==> config.mk <==
export PLATFORM = sky130hd
export DESIGN_NAME = csh_ctrl
export DESIGN_NICKNAME = d
export VERILOG_FILES = /design/src/hw/rtl/csh_pkg.sv /design/src/hw/rtl/csh_ctrl.sv
export VERILOG_INCLUDE_DIRS = /design/src /design/src/hw/rtl
export SDC_FILE = /design/constraint.sdc
export NUM_CORES = 1
export LEC_CHECK = 0
export ABC_CLOCK_PERIOD_IN_PS = 1300
export BUFFER_PORTS_ARGS = -buffer_cell sky130_fd_sc_hd__buf_4
export CAP_MARGIN = 40
export CORE_AREA = 2 2 39 41
export DETAILED_ROUTE_END_ITERATION = 8
export DIE_AREA = 0 0 41 43
export REMOVE_ABC_BUFFERS = 1
export SYNTH_ARGS = -nofsm -noshare
export SYNTH_HDL_FRONTEND = slang
export SYNTH_SLANG_ARGS = --single-unit
==> constraint.sdc <==
create_clock -name clk -period 1.3 [get_ports clk]
set_input_delay 0.39 -clock clk [delete_from_list [all_inputs] [get_ports clk]]
set_output_delay 0.39 -clock clk [all_outputs]
set_load 0.005 [all_outputs]
==> src/hw/rtl/context_symbol_histogram_core_defines.svh <==
// Assertion macros for the context symbol histogram core
`ifndef CONTEXT_SYMBOL_HISTOGRAM_CORE_DEFINES_SVH
`define CONTEXT_SYMBOL_HISTOGRAM_CORE_DEFINES_SVH
`ifndef NO_ASSERTIONS
`define CSH_ASSERT(lbl, prop, msg) \
	lbl: assert property (@(posedge clk) disable iff (!arst_n) prop) else $error(msg);
`define CSH_ASSERT_ALWAYS(lbl, prop, msg) \
	lbl: assert property (@(posedge clk) prop) else $error(msg);
`else
`define CSH_ASSERT(lbl, prop, msg)
`define CSH_ASSERT_ALWAYS(lbl, prop, msg)
`endif
`endif

==> src/hw/rtl/csh_pkg.sv <==
// Shared types, constants and helpers of the context symbol histogram core
package csh_pkg;

	localparam int QV_SYMS    = 64;
	localparam int MAX_COLS   = 128;
	localparam int COUNT_BITS = 32;

	localparam int HIST_BINS  = 256;
	localparam int CTX_COUNT  = 1 + QV_SYMS * (MAX_COLS - 1);
	localparam int CELL_COUNT = CTX_COUNT * QV_SYMS;

	localparam int HIST_W = $clog2(HIST_BINS);
	localparam int CTX_W  = $clog2(CTX_COUNT);
	localparam int CELL_W = $clog2(CELL_COUNT);
	localparam int SYM_W  = $clog2(QV_SYMS);
	localparam int SUM_W  = ((COUNT_BITS > 32) ? COUNT_BITS : 32) + 1;

	localparam int CFG_IDX_W  = 1;
	localparam int CFG_DATA_W = 8;

	typedef logic [COUNT_BITS-1:0] count_t;

	localparam count_t COUNT_MAX = '1;

	localparam logic [1:0] OP_COUNT = 2'd0;
	localparam logic [1:0] OP_READ  = 2'd1;
	localparam logic [1:0] OP_ADD   = 2'd2;

	localparam logic [1:0] TBL_BASE = 2'd0;
	localparam logic [1:0] TBL_QUAL = 2'd1;
	localparam logic [1:0] TBL_CNT  = 2'd2;
	localparam logic [1:0] TBL_TOT  = 2'd3;

	localparam logic [1:0] FLAG_OK    = 2'd0;
	localparam logic [1:0] FLAG_RANGE = 2'd1;
	localparam logic [1:0] FLAG_SAT   = 2'd2;

	localparam logic [CFG_IDX_W-1:0] REG_QUALITY_OFFSET = 1'b0;
	localparam logic [CFG_IDX_W-1:0] REG_COLUMNS_IN_USE = 1'b1;

	localparam logic [CFG_DATA_W-1:0] QOFF_RESET = 8'd0;
	localparam logic [CFG_DATA_W-1:0] COLS_RESET = 8'd128;

	typedef struct packed {
		logic [1:0]  op;
		logic [6:0]  column;
		logic [7:0]  base;
		logic [7:0]  quality;
		logic        has_quality;
		logic [1:0]  table_select;
		logic [18:0] entry_index;
		logic [31:0] add_value;
		logic        clear_after_read;
	} item_t;

	typedef struct packed {
		logic [31:0] read_data;
		logic [1:0]  flag;
	} result_t;

	typedef enum logic [1:0] {
		ST_CLEAR,
		ST_IDLE,
		ST_LOOKUP,
		ST_UPDATE
	} csh_state_t;

	typedef struct packed {
		logic clear_step;
		logic load_item;
		logic commit;
	} csh_cmd_t;

	typedef struct packed {
		logic clear_last;
	} csh_stat_t;

	function automatic logic [31:0] csh_clamp_read(count_t v);
		logic [63:0] wide;
		wide = 64'(v);
		if (wide > 64'h0000_0000_FFFF_FFFF)
			return 32'hFFFF_FFFF;
		return wide[31:0];
	endfunction

endpackage

==> src/hw/rtl/csh_ctrl.sv <==
// Sequencing state machine: clearing pass, lookup, update and result hand-off
`include "context_symbol_histogram_core_defines.svh"
module csh_ctrl import csh_pkg::*; (
	input  logic      clk,
	input  logic      arst_n,
	input  logic      req_valid,
	output logic      req_ready,
	output logic      rsp_valid,
	input  logic      rsp_ready,
	input  csh_stat_t stat,
	output csh_cmd_t  cmd
);
	csh_state_t state_q, state_d;
	logic       out_valid_q;
	logic       out_free;

	assign out_free  = !out_valid_q || rsp_ready;
	assign rsp_valid = out_valid_q;

	always_comb begin
		state_d = state_q;
		unique case (state_q)
			ST_CLEAR: begin
				if (stat.clear_last)
					state_d = ST_IDLE;
			end
			ST_IDLE: begin
				if (req_valid)
					state_d = ST_LOOKUP;
			end
			ST_LOOKUP: begin
				state_d = ST_UPDATE;
			end
			ST_UPDATE: begin
				if (out_free)
					state_d = ST_IDLE;
			end
			default: begin
				state_d = ST_CLEAR;
			end
		endcase
	end

	always_comb begin
		cmd       = '0;
		req_ready = 1'b0;
		unique case (state_q)
			ST_CLEAR: begin
				cmd.clear_step = 1'b1;
			end
			ST_IDLE: begin
				req_ready     = 1'b1;
				cmd.load_item = req_valid;
			end
			ST_LOOKUP: begin
			end
			ST_UPDATE: begin
				cmd.commit = out_free;
			end
			default: begin
			end
		endcase
	end

	always_ff @(posedge clk or negedge arst_n) begin
		if (!arst_n) begin
			state_q     <= ST_CLEAR;
			out_valid_q <= 1'b0;
		end else begin
			state_q <= state_d;
			if (cmd.commit)
				out_valid_q <= 1'b1;
			else if (rsp_ready)
				out_valid_q <= 1'b0;
		end
	end

	`CSH_ASSERT(a_accept_then_lookup, (req_valid && req_ready) |=> (state_q == ST_LOOKUP), "accepted transaction did not start a lookup")
	`CSH_ASSERT(a_stall_holds_update, (state_q == ST_UPDATE && out_valid_q && !rsp_ready) |=> (state_q == ST_UPDATE), "update left while result register was full")
	`CSH_ASSERT(a_result_from_update, $rose(out_valid_q) |-> $past(state_q == ST_UPDATE), "result raised outside an update")
	`CSH_ASSERT_ALWAYS(a_clear_quiet, (state_q == ST_CLEAR) |-> (!out_valid_q && !req_ready), "traffic during clearing pass")
endmodule

==> reports/metrics.yaml, run 1 <==
place:
  gp_congestion: 0.563
  dp_hpwl_um: 333
  port_buffers: 9
  dpl-instance-area_um2: 348
routing:
  routedLengthMet1_um: 195
  drc: 0
  wl_per_cell_um: 8.97
  highest_layer: "met3"
  vias: 215
  wl_met3_um: 33
  ant_nets: 0
  route.met2.wl_um: 290
  wirelength_um: 520
  dr.pass1.iters: 2
  drtIter0Drc: 3
  via_per_inst: 3.71
finish:
  antenna_cells: 0
  syn_to_final_growth_pct: 118
  seqCellArea_um2: 76.3
  final_area_um2: 502
  final_core_util_pct: 36.3
  multi_input_area_um2: 183
  layout-drive-gt1-share_pct: 81.0
  final_nets: 52
  nFillCells: 145
  mostFrequentLayoutCells: "buf_4 (9), buf_6 (9), ha_4 (3), clkbuf_4 (3)"
grt:
  grt_max_degree: 5
  overflow: 0
  grt_pass1_vias: 222
  grt_pass1_wl_um: 828
  grt_usage_pct: 8.02
  antenna_found_initial: 0
sta:
  worst_slack_ns: -0.218
  rsz0062_at_grt: "true"
  finalSetupTns_ns: -0.997
  slew_headroom_pct: 86.6
  worst_pin_slew_ns: 0.201
  final_hold_viol_count: 0
  min_period_ns: 1.52
  setup_viol: 6
  skew_ns: 0.00288
  slew_violations: 0
  max_freq_mhz: 659
  timing.final.crit_share_pct: 117
logic_synthesis:
  ys_types: 11
  avgSynthCellArea_um2: 12.1
  ys_seq_elements: 3
  synth_area_leaders: "dfrtp_1 (33%), ha_1 (22%), o221ai_4 (11%), mux2_4 (6.5%), nand2b_4 (6.0%)"
  yosysSeqAreaShare_pct: 32.6
  syn_inst: 19
  yosys_warnings: 0
  yosysTopAreaCell: "dfrtp_1"
  syn_area_um2: 230
  yosysTopAreaCellShare_pct: 32.6
setup_path:
  crit_chain: "buf_6 -> ha_4 -> and2_4 -> buf_6"
  crit_start: "state_q[1]"
  critical_path_class: "reg -> out"
  cp.arrival_ns: 1.13
  cp.required_ns: 0.91
  r2r_start: "state_q[1]"
  critical_path.startpoint_type: "register"
  slowest_stage: "dfrtp_1"
  end_kind: "primary output"
  path_buf_inv: 2
  cp_max_fo: 2
  slowest_delay_ns: 0.39
  path_common_cell: "buf_6"
  crit_family: "flip-flops"
min_path:
  hp-class: "in -> reg"
  min-delay-start: "rsp_ready"
floorplanning:
  dieArea_mm2: 0.00176
  io-pin-count: 10
  rows: 14
  fp.coreArea_mm2: 0.00138
  die-height_um: 43
  die_w_um: 41
  start_util_pct: 16.6
cts:
  path_clk_slew_ns: 0.04
  cts_buffers: 3
  cts_sinks: 3
  cts_max_path_buffers: 2
  htree_levels: 1
  worstSkewPairLatency_ns: 0.24
  cts-root-buf: "clkbuf_4"
  cts_tree: "yes"
flow_run:
  drv_cap: 0
power_and_ir_drop:
  powerDensity_mw_per_mm2: 2550
  vdd_drop_max_mv: 0.804
  p_leak_nw: 0.238
run_status:
  status: "finished, violations left"
  violations: "setup timing"
layout make-up:
| class | count | share of cell area, % |
|---|---|---|
| multi-input cells | 12 | 36.4 |
| repair buffers | 19 | 35.7 |
| flip-flops and latches | 3 | 15.2 |
| clock buffers | 4 | 5.24 |
| well taps | 16 | 3.99 |
| inverters | 4 | 3.49 |
logic make-up (layout without fill, tap and decap cells):
logic type | count (synthesis) | count (layout) | synth area share, %
mux | 2 | 2 | 10.9
buf+inv | 4 | 27 | 6.52
fa+ha+maj | 4 | 4 | 21.7
simple gates | 5 | 5 | 16.8
flops | 3 | 3 | 32.6
compound gates | 1 | 1 | 11.4
metal layers:
metal	global-route usage, %	up-vias
met4	6.00	0
met1	6.09	101
li1	-	106
met5	0	-
met3	7.85	0
met2	11.6	8
worst paths after layout:
check / endpoint / slack, ns / depth (start not counted)
min: rsp_valid / 0.46 / 3
min in group asynchronous: rsp_valid / 0.48 / 2
max reg2reg: state_q[1] / -0.17 / 7
max: cmd[0] / -0.22 / 4
max in group asynchronous: state_q[0] / 0.71 / 2
min reg2reg: rsp_valid / 0.56 / 2
registers in the layout, summed over array words and instances (netlist names):
name	cells
rsp_valid	1
state_q	2
stage by stage:
step	hold WS (ns)	setup WS, ns	power [W]	cells
global route	0.458	-0.267	0.00140	58
finish	0.457	-0.218	0.00128	58
CTS	0.448	-0.216	0.00106	54
global placement	0.182	-0.0711	0.000733	48
floorplan	0.0944	-0.0600	0.000492	19
detailed placement	0.183	-0.0775	0.000743	48
cells in the mapped netlist, drive strengths merged:
cell type	count
o221ai	1
and2	2
mux2i	1
ha	4
mux2	1
nand2	1
dfrtp	3
nand2b	2
inv	4
repair_timing:
| action | CTS | global route |
|---|---|---|
| pin swaps | 0 | 3 |
| hold endpoints to repair | 3 | 0 |
| resized for setup | 10 | 11 |
| setup buffers | 1 | 4 |
| hold buffers | 1 | 0 |
| setup endpoints to repair | 5 | 6 |
worst reg2reg max path: cells and delay by family, from the launching register on:
kind | cells | cell delay (ns)
flops | 1 | 0.39
compound gates | 1 | 0.10
mux | 1 | 0.31
fa+ha+maj | 1 | 0.15
buf+inv | 4 | 0.41
power breakdown:
part           switching [W]  internal, W
combinational       0.000307     0.000594
sequential         0.0000634     0.000147
clock              0.0000514     0.000115
Note: power is estimated with default switching activity, not from simulation.
==> run 2: changes to the inputs <==
- BUFFER_PORTS_ARGS: -buffer_cell sky130_fd_sc_hd__buf_4 -> not set
- DONT_BUFFER_PORTS: not set -> 1
==> reports/metrics.yaml, run 2 (synthesis results as in run 1) <==
place:
  dpl.cell_count: 41
  pre_cts_slack_ns: -0.0574
  port_buffers: 0
  dp_hpwl_um: 350
  dpl-instance-area_um2: 295
  gp_congestion: 0.567
cts:
  cts_tree: "yes"
  htree_levels: 1
  worstSkewPairLatency_ns: 0.23
  cts-root-buf: "clkbuf_4"
  cts_buffers: 3
  path_clk_slew_ns: 0.04
  cts_sinks: 3
  cts_max_path_buffers: 2
routing:
  wl_per_cell_um: 9.29
  vias: 175
  drc: 0
  wirelength_um: 446
  via_per_inst: 3.65
  ant_nets: 0
  drtIter0Drc: 0
  dr.pass1.iters: 1
grt:
  antenna_found_initial: 0
  grt_usage_pct: 7.52
  grt_pass1_wl_um: 745
  overflow: 0
  grt_pass1_vias: 199
  grt_max_degree: 5
sta:
  setup_viol: 5
  timing.final.crit_share_pct: 113
  rsz0062_at_grt: "true"
  slew_violations: 0
  finalSetupTns_ns: -0.508
  max_freq_mhz: 682
  final_hold_viol_count: 0
  min_period_ns: 1.47
  worst_slack_ns: -0.166
  skew_ns: 0.000570
  slew_headroom_pct: 87.2
  worst_pin_slew_ns: 0.191
min_path:
  hold_end: "rsp_valid"
  min-delay-start: "rsp_ready"
  whs_path_depth: 2
  hp-class: "in -> reg"
setup_path:
  r2r_cells: 5
  cp.arrival_ns: 1.08
  crit_chain: "ha_4 -> buf_6 -> and2_4"
  regToRegEndpoint: "state_q[1]"
  end_kind: "primary output"
  slowest_delay_ns: 0.44
  slowest_stage: "dfrtp_2"
  r2r_start: "state_q[0]"
  critical_path_class: "reg -> out"
  crit_family: "flip-flops"
  cp.required_ns: 0.91
  cp_max_fo: 4
  path_buf_inv: 1
  rrSetupSlack_ns: -0.01
  critical_path.startpoint_type: "register"
power_and_ir_drop:
  p_leak_nw: 0.177
  powerDensity_mw_per_mm2: 2580
  vdd_drop_max_mv: 0.498
finish:
  layout-drive-gt1-share_pct: 71.9
  layout_commonest_cell: "buf_4"
  seqCellArea_um2: 76.3
  multi_input_area_um2: 163
  largest_register_ffs: 2
  final_nets: 42
  nFillCells: 160
  syn_to_final_growth_pct: 62.5
  final_core_util_pct: 27.0
  top_register: "state_q"
  antenna_cells: 0
  mostFrequentLayoutCells: "buf_4 (7), clkbuf_4 (3)"
  final_cells: 48
  final_area_um2: 374
floorplanning:
  fp.coreArea_mm2: 0.00138
  die_w_um: 41
  io-pin-count: 10
  start_util_pct: 16.6
  rows: 14
  dieArea_mm2: 0.00176
  die-height_um: 43
run_status:
  status: "finished, violations left"
  violations: "setup timing"
flow_run:
  drv_cap: 0
run 2: cell count changes in the layout (fill, tap and decap cells not counted):
| cell | delta |
|---|---|
| inv_4 | -1 |
| ha_4 | -2 |
| buf_4 | -2 |
| buf_6 | -8 |
| inv_1 | +1 |
| ha_2 | +2 |
run 2: how the worst max path moves through the flow:
stage	startpoint	endpoint	slack, ns	cells after the start
floorplan	state_q[1]	state_q[1]	-0.06	5
global placement	state_q[1]	state_q[1]	-0.05	5
detailed placement	state_q[1]	state_q[1]	-0.06	5
CTS	state_q[0]	cmd[1]	-0.17	3
global route	state_q[1]	cmd[1]	-0.22	4
finish	state_q[0]	cmd[1]	-0.17	3
run 2: report_power, final:
part	internal [W]	leakage (nW)	switching, W
combinational	0.000372	0.129	0.000227
clock	0.000115	0.0150	0.0000471
sequential	0.000147	0.0333	0.0000555
run 2: final cells by class:
| class | instances | area share (%) |
|---|---|---|
| clock buffer | 4 | 7.02 |
| inverter | 4 | 4.01 |
| multi-input combinational | 12 | 43.5 |
| sequential | 3 | 20.4 |
| tap | 16 | 5.35 |
| timing repair buffer | 9 | 19.7 |
run 2: repair_timing:
action	4_1_cts	5_1_grt
endpoints found under the setup margin	5	6
hold buffers	1	0
resized for setup	9	0
hold endpoints to repair	3	0
pin swaps	2	2
setup buffers	2	0
run 2: through the flow:
step	hold slack, ns	total power (W)
finish	0.376	0.000964
global route	0.368	0.00107
CTS	0.373	0.000979
detailed placement	0.0945	0.000684
global placement	0.0945	0.000662
floorplan	0.0944	0.000492
run 2: per-layer routing:
| layer | wire (um) | part of all wire (%) | global-route usage (%) | up-vias |
|---|---|---|---|---|
| li1 | - | - | - | 85 |
| met1 | 130 | 29 | 5.45 | 78 |
| met2 | 262 | 59 | 10.6 | 10 |
| met3 | 44 | 9.9 | 7.85 | 2 |
| met4 | 8 | 1.8 | 6.00 | 0 |
| met5 | 0 | 0 | 0 | - |
==> run 3: changes to the inputs <==
- ABC_AREA: not set -> 1
==> reports/metrics.yaml, run 3 <==
floorplanning:
  dieArea_mm2: 0.00176
  fp.coreArea_mm2: 0.00138
  rows: 14
  die_w_um: 41
  start_util_pct: 16.7
  die-height_um: 43
  io-pin-count: 10
run_status:
  violations: "setup timing"
  status: "finished, violations left"
routing:
  wirelength_um: 376
  vias: 193
  drc: 0
  ant_nets: 0
  dr.pass1.iters: 3
  drtIter0Drc: 1
  wl_per_cell_um: 7.52
  via_per_inst: 3.86
finish:
  largest_register_ffs: 2
  layout_commonest_cell: "nand2_1"
  final_cells: 50
  layout-drive-gt1-share_pct: 38.2
  mostFrequentLayoutCells: "nand2_1 (7), inv_1 (6), clkbuf_4 (3)"
  antenna_cells: 0
  final_nets: 44
  top_register: "state_q"
  syn_to_final_growth_pct: 37.3
logic_synthesis:
  syn_inst: 29
  yosys-top-cells-count: "inv_1 (8), nand2_1 (7), ha_1 (4)"
  avgSynthCellArea_um2: 7.98
  synth_edf_count: 0
  async_flop_share_pct: 100
  yosysTopAreaCellShare_pct: 32.4
  yosysSeqAreaShare_pct: 32.4
  synth_area_leaders: "dfrtp_1 (32%), ha_1 (22%), inv_1 (13%), nand2_1 (11%), nand3_2 (8.6%)"
  yosysTopAreaCell: "dfrtp_1"
  synth_most_common_cell: "inv_1"
  yosys_warnings: 0
  ys_types: 8
  synthFlopType: "dfrtp_1"
  syn_area_um2: 231
  ys_seq_elements: 3
sta:
  skew_ns: 0.00108
  slew_headroom_pct: 88.3
  max_freq_mhz: 719
  setup_viol: 3
  worst_pin_slew_ns: 0.176
  rsz0062_at_grt: "true"
  final_hold_viol_count: 0
  worst_slack_ns: -0.0901
  min_period_ns: 1.39
  slew_violations: 0
  timing.final.crit_share_pct: 107
setup_path:
  crit_start: "state_q[1]"
  cp.required_ns: 0.91
  end_kind: "primary output"
  cp_max_fo: 3
  r2r_start: "state_q[0]"
  critical_path_class: "reg -> out"
  cp.arrival_ns: 1.00
  critical_path.startpoint_type: "register"
power_and_ir_drop:
  powerDensity_mw_per_mm2: 2320
  power_w: 0.000736
  vdd_drop_max_mv: 0.522
  p_leak_nw: 0.166
grt:
  grt_pass1_vias: 182
  grt_pass1_wl_um: 593
  grt_usage_pct: 5.43
  grt_max_degree: 6
  antenna_found_initial: 0
  overflow: 0
cts:
  cts_sinks: 3
  worstSkewPairLatency_ns: 0.23
  cts_buffers: 3
  cts_tree: "yes"
  path_clk_slew_ns: 0.03
  htree_levels: 1
  post_cts_buffers: 0
  cts_max_path_buffers: 2
  cts-root-buf: "clkbuf_4"
min_path:
  min-delay-start: "rsp_ready"
  hp-class: "in -> reg"
flow_run:
  drv_cap: 0
place:
  gp_congestion: 0.699
  port_buffers: 0
  dpl.cell_count: 45
  dp_hpwl_um: 304
[run 3: changes by cell type after synthesis, sizes merged, moves of 2 or more]
cell	before	now
and2	2	0
inv	4	8
nand2	1	9
nand2b	2	0
nand3	0	2
nand4	0	2
[run 3: cells by family (layout without fill, tap and decap cells)]
| family | count (synthesis) | count (layout) | share of synthesized area [%] |
|---|---|---|---|
| compound gates | 1 | 1 | 2.16 |
| fa+ha+maj | 4 | 4 | 21.6 |
| buf+inv | 8 | 13 | 13.0 |
| flops | 3 | 3 | 32.4 |
| simple gates | 13 | 13 | 30.8 |
[run 3: through the flow]
step / worst slack, ns / util (%) / instance area (um^2) / hold slack [ns] / TNS, ns
finish: -0.0901 / 23.0 / 318 / 0.362 / -0.196
floorplan: 0.132 / - / 231 / 0.0944 / 0
global route: -0.146 / 23.0 / 318 / 0.381 / -0.399
global placement: 0.0827 / 18.2 / 251 / 0.0945 / 0
detailed placement: 0.0692 / 18.2 / 251 / 0.0945 / 0
CTS: -0.107 / 23.0 / 318 / 0.354 / -0.243
[run 3: repair_timing]
item	CTS	global route
hold buffers	1	0
gates resized for setup	8	0
endpoints found under the hold margin	3	0
endpoints found under the setup margin	4	4
pin swaps	0	0
[run 3: worst max-delay path: stages (launching register included)]
cell and delay [ns]:
dfrtp_1 0.41, inv_2 0.10, ha_4 0.15, nand2_1 0.05
inv_1 0.06
[run 3: layout make-up]
class | instances | area, um^2
flip-flops and latches | 3 | 76.3
clock buffers | 4 | 26.3
repair buffers | 1 | 10.0
fillers | 155 | 1070
well taps | 16 | 20.0
multi-input cells | 18 | 155
inverters | 8 | 30.0
[run 3: layer usage]
metal	global-route usage [%]	part of all wire, %	vias to the layer above
met1	4.53	37	89
met3	3.14	4.8	2
met2	7.81	55	5
met4	6.00	2.9	0
met5	0	0	-
li1	-	-	97
[run 3: power by group]
part	internal [W]	switching (W)
combinational	0.000156	0.000193
clock	0.000115	0.0000436
sequential	0.000148	0.0000808
[run 3: final timing paths]
check                              to  slack, ns  depth (start not counted)
max in group asynchronous  state_q[0]       0.73                          1
min reg2reg                state_q[1]       0.56                          2
max reg2reg                state_q[0]       0.15                          6
min                         rsp_valid       0.36                          3
min in group asynchronous  state_q[1]       0.41                          1
max                            cmd[1]      -0.09                          4
